[config.mk]
export PLATFORM = sky130hd
export DESIGN_NAME = status_frame_deframer
export DESIGN_NICKNAME = d
export VERILOG_FILES = /design/src/hw/rtl/sfd_pkg.sv /design/src/hw/rtl/sfd_cfg.sv /design/src/hw/rtl/sfd_inreg.sv /design/src/hw/rtl/sfd_frame.sv /design/src/hw/rtl/sfd_outreg.sv /design/src/hw/rtl/status_frame_deframer.sv
export SDC_FILE = /design/constraint.sdc
export NUM_CORES = 1
export LEC_CHECK = 0
export ABC_AREA = 1
export BUFFER_PORTS_ARGS = -buffer_cell sky130_fd_sc_hd__buf_2
export CAP_MARGIN = 10
export CORE_ASPECT_RATIO = 0.9
export CORE_MARGIN = 2
export CORE_UTILIZATION = 58
export CTS_CLUSTER_DIAMETER = 80
export CTS_CLUSTER_SIZE = 25
export DETAILED_ROUTE_END_ITERATION = 8
export PLACE_DENSITY = 0.9
export SLEW_MARGIN = 20
export SYNTH_ARGS = -nofsm -noshare
export SYNTH_HDL_FRONTEND = slang
export SYNTH_HIERARCHICAL = 1
export SYNTH_SLANG_ARGS = --single-unit
[constraint.sdc]
create_clock -name clk -period 3.4 [get_ports clk]
set_input_delay 0.17 -clock clk [delete_from_list [all_inputs] [get_ports clk]]
set_output_delay 0.17 -clock clk [all_outputs]
set_load 0.03 [all_outputs]
[src/hw/rtl/sfd_pkg.sv]
package sfd_pkg;

    localparam logic [7:0] SYNC_BYTE        = 8'hAA;
    localparam logic [1:0] SYNC_LAST        = 2'd2;   // sync_seen value before the third sync byte
    localparam logic [7:0] COMMA_BYTE       = 8'h2C;
    localparam logic [7:0] MIN_FIELDS_RESET = 8'd12;

    localparam int unsigned ADDR_W = 3;
    localparam logic REG_MIN_FIELDS = 1'b0;           // word index, paddr[2]

    localparam logic KIND_BODY    = 1'b0;
    localparam logic KIND_VERDICT = 1'b1;

    typedef enum logic [2:0] {
        PH_HUNT = 3'd0,
        PH_LEN  = 3'd1,
        PH_BODY = 3'd2,
        PH_CKLO = 3'd3,
        PH_CKHI = 3'd4
    } phase_t;

    typedef struct packed {
        logic       kind;
        logic [7:0] data_byte;
        logic [7:0] field_index;
        logic [7:0] body_length;
        logic       checksum_ok;
        logic       fields_ok;
    } result_t;

endpackage

[src/hw/rtl/sfd_cfg.sv]
module sfd_cfg
(
    input  logic                       clk,
    input  logic                       rst_n,
    input  logic                       psel,
    input  logic                       penable,
    input  logic                       pwrite,
    input  logic [sfd_pkg::ADDR_W-1:0] paddr,
    input  logic [31:0]                pwdata,
    output logic [31:0]                prdata,
    output logic                       pready,
    output logic [7:0]                 min_fields
);

    logic [7:0] min_fields_reg;
    logic [7:0] min_fields_next;
    logic       wr_en;

    assign pready = 1'b1;
    assign wr_en  = psel && penable && pwrite && pready
                    && (paddr[2] == sfd_pkg::REG_MIN_FIELDS);

    always_comb
    begin
        min_fields_next = min_fields_reg;
        if (wr_en)
        begin
            min_fields_next = pwdata[7:0];
        end
    end

    always_ff @(posedge clk or negedge rst_n)
    begin
        if (!rst_n)
        begin
            min_fields_reg <= sfd_pkg::MIN_FIELDS_RESET;
        end
        else
        begin
            min_fields_reg <= min_fields_next;
        end
    end

    assign prdata     = (paddr[2] == sfd_pkg::REG_MIN_FIELDS) ? {24'd0, min_fields_reg} : 32'd0;
    assign min_fields = min_fields_reg;

endmodule

[src/hw/rtl/sfd_inreg.sv]
module sfd_inreg
(
    input  logic       clk,
    input  logic       rst_n,
    input  logic       in_valid,
    output logic       in_ready,
    input  logic [7:0] in_byte,
    input  logic       advance,
    output logic       held_valid,
    output logic [7:0] held_byte
);

    logic       valid_reg;
    logic       valid_next;
    logic [7:0] byte_reg;
    logic [7:0] byte_next;
    logic       take;

    assign in_ready = !valid_reg || advance;
    assign take     = in_valid && in_ready;

    always_comb
    begin
        valid_next = valid_reg;
        byte_next  = byte_reg;
        if (take)
        begin
            valid_next = 1'b1;
            byte_next  = in_byte;
        end
        else if (advance)
        begin
            valid_next = 1'b0;
        end
    end

    always_ff @(posedge clk or negedge rst_n)
    begin
        if (!rst_n)
        begin
            valid_reg <= 1'b0;
        end
        else
        begin
            valid_reg <= valid_next;
        end
    end

    always_ff @(posedge clk)
    begin
        byte_reg <= byte_next;
    end

    assign held_valid = valid_reg;
    assign held_byte  = byte_reg;

endmodule

[src/hw/rtl/sfd_frame.sv]
module sfd_frame
(
    input  logic             clk,
    input  logic             rst_n,
    input  logic             step,
    input  logic [7:0]       rx_byte,
    input  logic [7:0]       min_fields,
    output logic             res_valid,
    output sfd_pkg::result_t res
);

    sfd_pkg::phase_t phase_reg;
    sfd_pkg::phase_t phase_next;
    logic [1:0]      sync_seen_reg;
    logic [1:0]      sync_seen_next;
    logic [7:0]      length_held_reg;
    logic [7:0]      length_held_next;
    logic [7:0]      bytes_left_reg;
    logic [7:0]      bytes_left_next;
    logic [15:0]     body_sum_reg;
    logic [15:0]     body_sum_next;
    logic [7:0]      comma_count_reg;
    logic [7:0]      comma_count_next;
    logic            low_match_reg;
    logic            low_match_next;
    logic [8:0]      fields_have;

    // next state
    always_comb
    begin
        phase_next       = phase_reg;
        sync_seen_next   = sync_seen_reg;
        length_held_next = length_held_reg;
        bytes_left_next  = bytes_left_reg;
        body_sum_next    = body_sum_reg;
        comma_count_next = comma_count_reg;
        low_match_next   = low_match_reg;
        case (phase_reg)
            sfd_pkg::PH_LEN:
            begin
                length_held_next = rx_byte;
                bytes_left_next  = rx_byte;
                body_sum_next    = 16'd0;
                comma_count_next = 8'd0;
                low_match_next   = 1'b0;
                phase_next       = (rx_byte == 8'd0) ? sfd_pkg::PH_CKLO : sfd_pkg::PH_BODY;
            end
            sfd_pkg::PH_BODY:
            begin
                if ((rx_byte == sfd_pkg::COMMA_BYTE) && (comma_count_reg != 8'hFF))
                begin
                    comma_count_next = comma_count_reg + 8'd1;
                end
                body_sum_next   = body_sum_reg + {8'd0, rx_byte};
                bytes_left_next = bytes_left_reg - 8'd1;
                if (bytes_left_reg == 8'd1)
                begin
                    phase_next = sfd_pkg::PH_CKLO;
                end
            end
            sfd_pkg::PH_CKLO:
            begin
                low_match_next = (rx_byte == body_sum_reg[7:0]);
                phase_next     = sfd_pkg::PH_CKHI;
            end
            sfd_pkg::PH_CKHI:
            begin
                phase_next     = sfd_pkg::PH_HUNT;
                sync_seen_next = 2'd0;
            end
            default:
            begin
                phase_next = sfd_pkg::PH_HUNT;
                if (rx_byte == sfd_pkg::SYNC_BYTE)
                begin
                    if (sync_seen_reg == sfd_pkg::SYNC_LAST)
                    begin
                        sync_seen_next = 2'd0;
                        phase_next     = sfd_pkg::PH_LEN;
                    end
                    else
                    begin
                        sync_seen_next = sync_seen_reg + 2'd1;
                    end
                end
                else
                begin
                    sync_seen_next = 2'd0;
                end
            end
        endcase
    end

    assign fields_have = {1'b0, comma_count_reg} + 9'd1;

    // outputs
    always_comb
    begin
        res_valid       = 1'b0;
        res.kind        = sfd_pkg::KIND_BODY;
        res.data_byte   = 8'd0;
        res.field_index = comma_count_reg;
        res.body_length = length_held_reg;
        res.checksum_ok = 1'b0;
        res.fields_ok   = 1'b0;
        case (phase_reg)
            sfd_pkg::PH_BODY:
            begin
                res_valid     = 1'b1;
                res.data_byte = rx_byte;
            end
            sfd_pkg::PH_CKHI:
            begin
                res_valid       = 1'b1;
                res.kind        = sfd_pkg::KIND_VERDICT;
                res.checksum_ok = low_match_reg && (rx_byte == body_sum_reg[15:8]);
                res.fields_ok   = (fields_have >= {1'b0, min_fields});
            end
            default:
            begin
                res_valid = 1'b0;
            end
        endcase
    end

    always_ff @(posedge clk or negedge rst_n)
    begin
        if (!rst_n)
        begin
            phase_reg       <= sfd_pkg::PH_HUNT;
            sync_seen_reg   <= 2'd0;
            length_held_reg <= 8'd0;
            bytes_left_reg  <= 8'd0;
            body_sum_reg    <= 16'd0;
            comma_count_reg <= 8'd0;
            low_match_reg   <= 1'b0;
        end
        else if (step)
        begin
            phase_reg       <= phase_next;
            sync_seen_reg   <= sync_seen_next;
            length_held_reg <= length_held_next;
            bytes_left_reg  <= bytes_left_next;
            body_sum_reg    <= body_sum_next;
            comma_count_reg <= comma_count_next;
            low_match_reg   <= low_match_next;
        end
    end

endmodule

[src/hw/rtl/sfd_outreg.sv]
module sfd_outreg
(
    input  logic             clk,
    input  logic             rst_n,
    input  logic             load,
    input  logic             res_valid,
    input  sfd_pkg::result_t res,
    output logic             free,
    output logic             out_valid,
    input  logic             out_ready,
    output sfd_pkg::result_t out_res
);

    logic             valid_reg;
    logic             valid_next;
    sfd_pkg::result_t res_reg;
    sfd_pkg::result_t res_next;

    assign free = !valid_reg || out_ready;

    always_comb
    begin
        valid_next = valid_reg;
        res_next   = res_reg;
        if (load)
        begin
            valid_next = res_valid;
            res_next   = res;
        end
        else if (out_ready)
        begin
            valid_next = 1'b0;
        end
    end

    always_ff @(posedge clk or negedge rst_n)
    begin
        if (!rst_n)
        begin
            valid_reg <= 1'b0;
        end
        else
        begin
            valid_reg <= valid_next;
        end
    end

    always_ff @(posedge clk)
    begin
        res_reg <= res_next;
    end

    assign out_valid = valid_reg;
    assign out_res   = res_reg;

endmodule

[src/hw/rtl/status_frame_deframer.sv]
// Status frame deframer: takes one received byte per request on s_axis, hunts for
// three 0xAA sync bytes, reads a length byte, passes each body byte on m_axis
// (tuser = 0) tagged with its comma-separated field index, then checks the two
// checksum bytes (low, high byte of the 16-bit body sum) and sends one verdict
// request (tuser = 1) with checksum_ok and fields_ok (commas + 1 >= min_fields).
// One byte is taken every clock cycle while m_axis keeps up; a byte runs through
// an input register and the frame logic into the result register, which drives
// m_axis_tvalid. min_fields sits at APB address 0 (reset 12) and is to be written
// only while the block is idle.
module status_frame_deframer
(
    input  logic                       clk,
    input  logic                       rst_n,
    input  logic                       s_axis_tvalid,
    output logic                       s_axis_tready,
    input  logic [7:0]                 s_axis_tdata,   // [7:0] rx_byte
    output logic                       m_axis_tvalid,
    input  logic                       m_axis_tready,
    // [7:0] data_byte, [15:8] field_index, [23:16] body_length,
    // [24] checksum_ok, [25] fields_ok, [31:26] zero
    output logic [31:0]                m_axis_tdata,
    output logic                       m_axis_tuser,   // [0] kind
    input  logic                       psel,
    input  logic                       penable,
    input  logic                       pwrite,
    input  logic [sfd_pkg::ADDR_W-1:0] paddr,
    input  logic [31:0]                pwdata,
    output logic [31:0]                prdata,
    output logic                       pready
);

    logic             held_valid;
    logic [7:0]       held_byte;
    logic             out_free;
    logic             advance;
    logic [7:0]       min_fields;
    logic             res_valid;
    sfd_pkg::result_t res;
    sfd_pkg::result_t out_res;

    assign advance = held_valid && out_free;

    sfd_cfg u_cfg
    (
        .clk        (clk),
        .rst_n      (rst_n),
        .psel       (psel),
        .penable    (penable),
        .pwrite     (pwrite),
        .paddr      (paddr),
        .pwdata     (pwdata),
        .prdata     (prdata),
        .pready     (pready),
        .min_fields (min_fields)
    );

    sfd_inreg u_inreg
    (
        .clk        (clk),
        .rst_n      (rst_n),
        .in_valid   (s_axis_tvalid),
        .in_ready   (s_axis_tready),
        .in_byte    (s_axis_tdata),
        .advance    (advance),
        .held_valid (held_valid),
        .held_byte  (held_byte)
    );

    sfd_frame u_frame
    (
        .clk        (clk),
        .rst_n      (rst_n),
        .step       (advance),
        .rx_byte    (held_byte),
        .min_fields (min_fields),
        .res_valid  (res_valid),
        .res        (res)
    );

    sfd_outreg u_outreg
    (
        .clk       (clk),
        .rst_n     (rst_n),
        .load      (advance),
        .res_valid (res_valid),
        .res       (res),
        .free      (out_free),
        .out_valid (m_axis_tvalid),
        .out_ready (m_axis_tready),
        .out_res   (out_res)
    );

    assign m_axis_tdata = {6'd0, out_res.fields_ok, out_res.checksum_ok,
                           out_res.body_length, out_res.field_index, out_res.data_byte};
    assign m_axis_tuser = out_res.kind;

endmodule

==> results.json <==
{
  "yosysUniqueCellTypes": 41,
  "p_sw_frac": 0.4441,
  "pwr-share-clk": 0.167,
  "cp-end-kind": "flip-flop",
  "antennaDiodeCount": 0,
  "wl_mm": 10.71,
  "wl_per_cell_um": 13.60,
  "synth_edf_count": 35,
  "place.gp.congestion": 0.9444,
  "comb_power_share": 0.424,
  "netlist_area_um2": 5036,
  "rsz0062_at_grt": "no",
  "yosys.area.top_type_share": 0.2683,
  "die_w_um": 102.2,
  "min_period_ps": 2407,
  "start_util": 0.5933,
  "area_delta_synth_final_pct": 11.16,
  "register_area_um2": 2455,
  "p_int_mw": 2.354,
  "gr-usage-all-layers": 0.2386,
  "finalHoldViolCount": 0,
  "multi_input_area_um2": 2095,
  "avgViaCountPerCell": 5.378,
  "status": "finished clean",
  "cap_viol_max_count": 0,
  "cp_data_required_time_ps": 3540,
  "max_freq_mhz": 415.5,
  "slew_headroom": 0.5280,
  "synthArstFlopShare": 0.6154,
  "dr.first_iter.drc_count": 415,
  "tns_ps": 0,
  "layout_commonest_cell": "nand2_1",
  "vias": 4238,
  "dieArea_um2": 9445,
  "clockBufferDepth": 2,
  "yosys.area.top_type": "dfrtp_1",
  "tightest_slew_ps": 708.1,
  "ys_warn_count": 6,
  "grt_pass1_vias": 3806,
  "grt-ovfl-total": 0,
  "ys_seq_area_frac": 0.4875,
  "antenna_left": 0,
  "fin_hold_ws_ps": 30.03,
  "grt_pass1_wl_mm": 17.58,
  "die_h_um": 92.40,
  "antenna_found_initial": 0,
  "arrival_ps": 2540,
  "htreeDepth": 3,
  "fillers": 682,
  "cts.hold.buffers_added": 9,
  "hpwl_mm": 7.779,
  "tritoncts": "yes",
  "cts_resized": 0,
  "core_um2": 8488,
  "p_leak_nw": 2.885,
  "firstDrtPassIters": 7,
  "final_nets": 734,
  "synth_seq_cells": 91,
  "worstHoldPathType": "input pin to flip-flop",
  "setup_violations": 0,
  "rows": 32,
  "synth.avg_cell_area_um2": 8.478,
  "route.detailed.drc": 0,
  "numCtsBuffers": 9,
  "ys.flop_type": "dfrtp_1",
  "pin_count": 118,
  "seqPwrFrac": 0.409,
  "port_buffers": 60,
  "skew_ps": 15.21,
  "insertion_delay_ps": 370,
  "path_class": "flip-flop to flip-flop",
  "start_kind": "flip-flop",
  "final_cell_mix": "nand2_1, inv_1, buf_2",
  "p_per_area_nw_per_um2": 756.3,
  "slew_viol_final": 0,
  "cts.clk_slew.worst_paths_ps": 100,
  "vdd_drop_max_uv": 354.4,
  "critical_path.max_fanout": 5,
  "cts.sinks": 91,
  "fin_crit_sh": 0.7079,
  "synth_cells": 594,
  "cts_setup_buffers": 0,
  "switchingPower_mw": 1.880,
  "cts-root-buf": "clkbuf_8",
  "largest_reg_flops": 27,
  "yosys-top-cells-area": "dfrtp_1, edfxtp_1, nand2_1, inv_1, nand3_1",
  "drive_above_1_share": 0.1495,
  "grt_max_degree": 47
}
## worst max-delay path: stages, from the launching register on
cell and delay [ps]:
dfrtp_1 430, ha_1 210, nand2_1 90, nor2_2 180, nand3_1 120, xor2_1 150, inv_1 80, ha_1 310
a21o_1 180, nand3_1 70, nand2_1 50, nor2_1 90, nand3_1 90, nand2_1 70, inv_1 40
## metal layers
layer,up-vias,wire length [µm],global-route usage
li1,1999,-,-
met1,1982,4349,0.3116
met2,239,5244,0.3925
met3,18,965,0.05283
met4,0,153,0.08333
met5,-,0,0
## synth_stat cells, types with 2 or more instances
cell type,number
nand2_1,144
inv_1,71
nor2_1,55
dfrtp_1,54
nand3_1,52
edfxtp_1,35
buf_4,34
o21ai_0,28
a21oi_1,20
ha_1,19
o21ai_1,8
xor2_1,7
buf_2,6
nand4_1,6
nor3_1,6
nand2_2,4
o22ai_1,4
xnor2_1,4
conb_1,3
a21o_1,2
a22o_1,2
buf_6,2
clkinv_2,2
dfstp_2,2
inv_2,2
nand2_4,2
nand3b_1,2
nor2_2,2
nor4_1,2
o21bai_1,2
or2_2,2
## final timing paths
path                       slack (ps)                       start  cells past startpoint             endpoint
min reg2reg                       460  u_frame/length_held_reg[5]                      0  u_outreg/out_res[7]
min                                30                   pwdata[3]                      3  u_cfg/min_fields[3]
max in group asynchronous        2390                       rst_n                      3  u_cfg/min_fields[2]
min in group asynchronous         350                       rst_n                      2  u_cfg/min_fields[4]
max                               990  u_frame/comma_count_reg[0]                     14  u_outreg/out_res[0]
max reg2reg                       990  u_frame/comma_count_reg[0]                     14  u_outreg/out_res[0]
## stage by stage
stage	worst slack (ps)	power (mW)	area [µm²]	std cells	utilization
floorplan	1187	3.110	5141	622	-
global placement	1148	3.419	5305	762	0.6250
detailed placement	1059	3.513	5305	762	0.6250
CTS	1039	4.229	5585	787	0.6580
global route	835.7	4.527	5598	788	0.6595
finish	993.1	4.234	5598	788	0.6595
## logic make-up (layout without fill, tap and decap cells)
kind of cell             Yosys count  after routing  synth area share
adder cells (fa/ha/maj)           20             20           0.05118
flip-flops                        91             91            0.4875
AO/OA/AOI/OAI                     70             70           0.07627
XOR/XNOR                          11             11           0.01913
buffers and inverters            117            164            0.1175
other                              3             31          0.002236
AND/OR/NAND/NOR                  282            282            0.2462
## layout make-up
class,count,area share
repair buffers,73,0.07599
flip-flops and latches,91,0.4385
clock buffers,10,0.02459
inverters,75,0.05074
clock inverters,6,0.009388
well taps,119,0.02660
multi-input cells,414,0.3742
## power by group through the flow
stage / Clock (mW) / Sequential, mW / Combinational [mW]
after floorplan: 0 / 1.97 / 1.14
after global placement: 0 / 1.73 / 1.69
after detailed placement: 0 / 1.75 / 1.76
after CTS: 0.723 / 1.73 / 1.78
after global routing: 0.765 / 1.77 / 1.99
final: 0.706 / 1.73 / 1.80
Power figures use the tool's default switching activity.
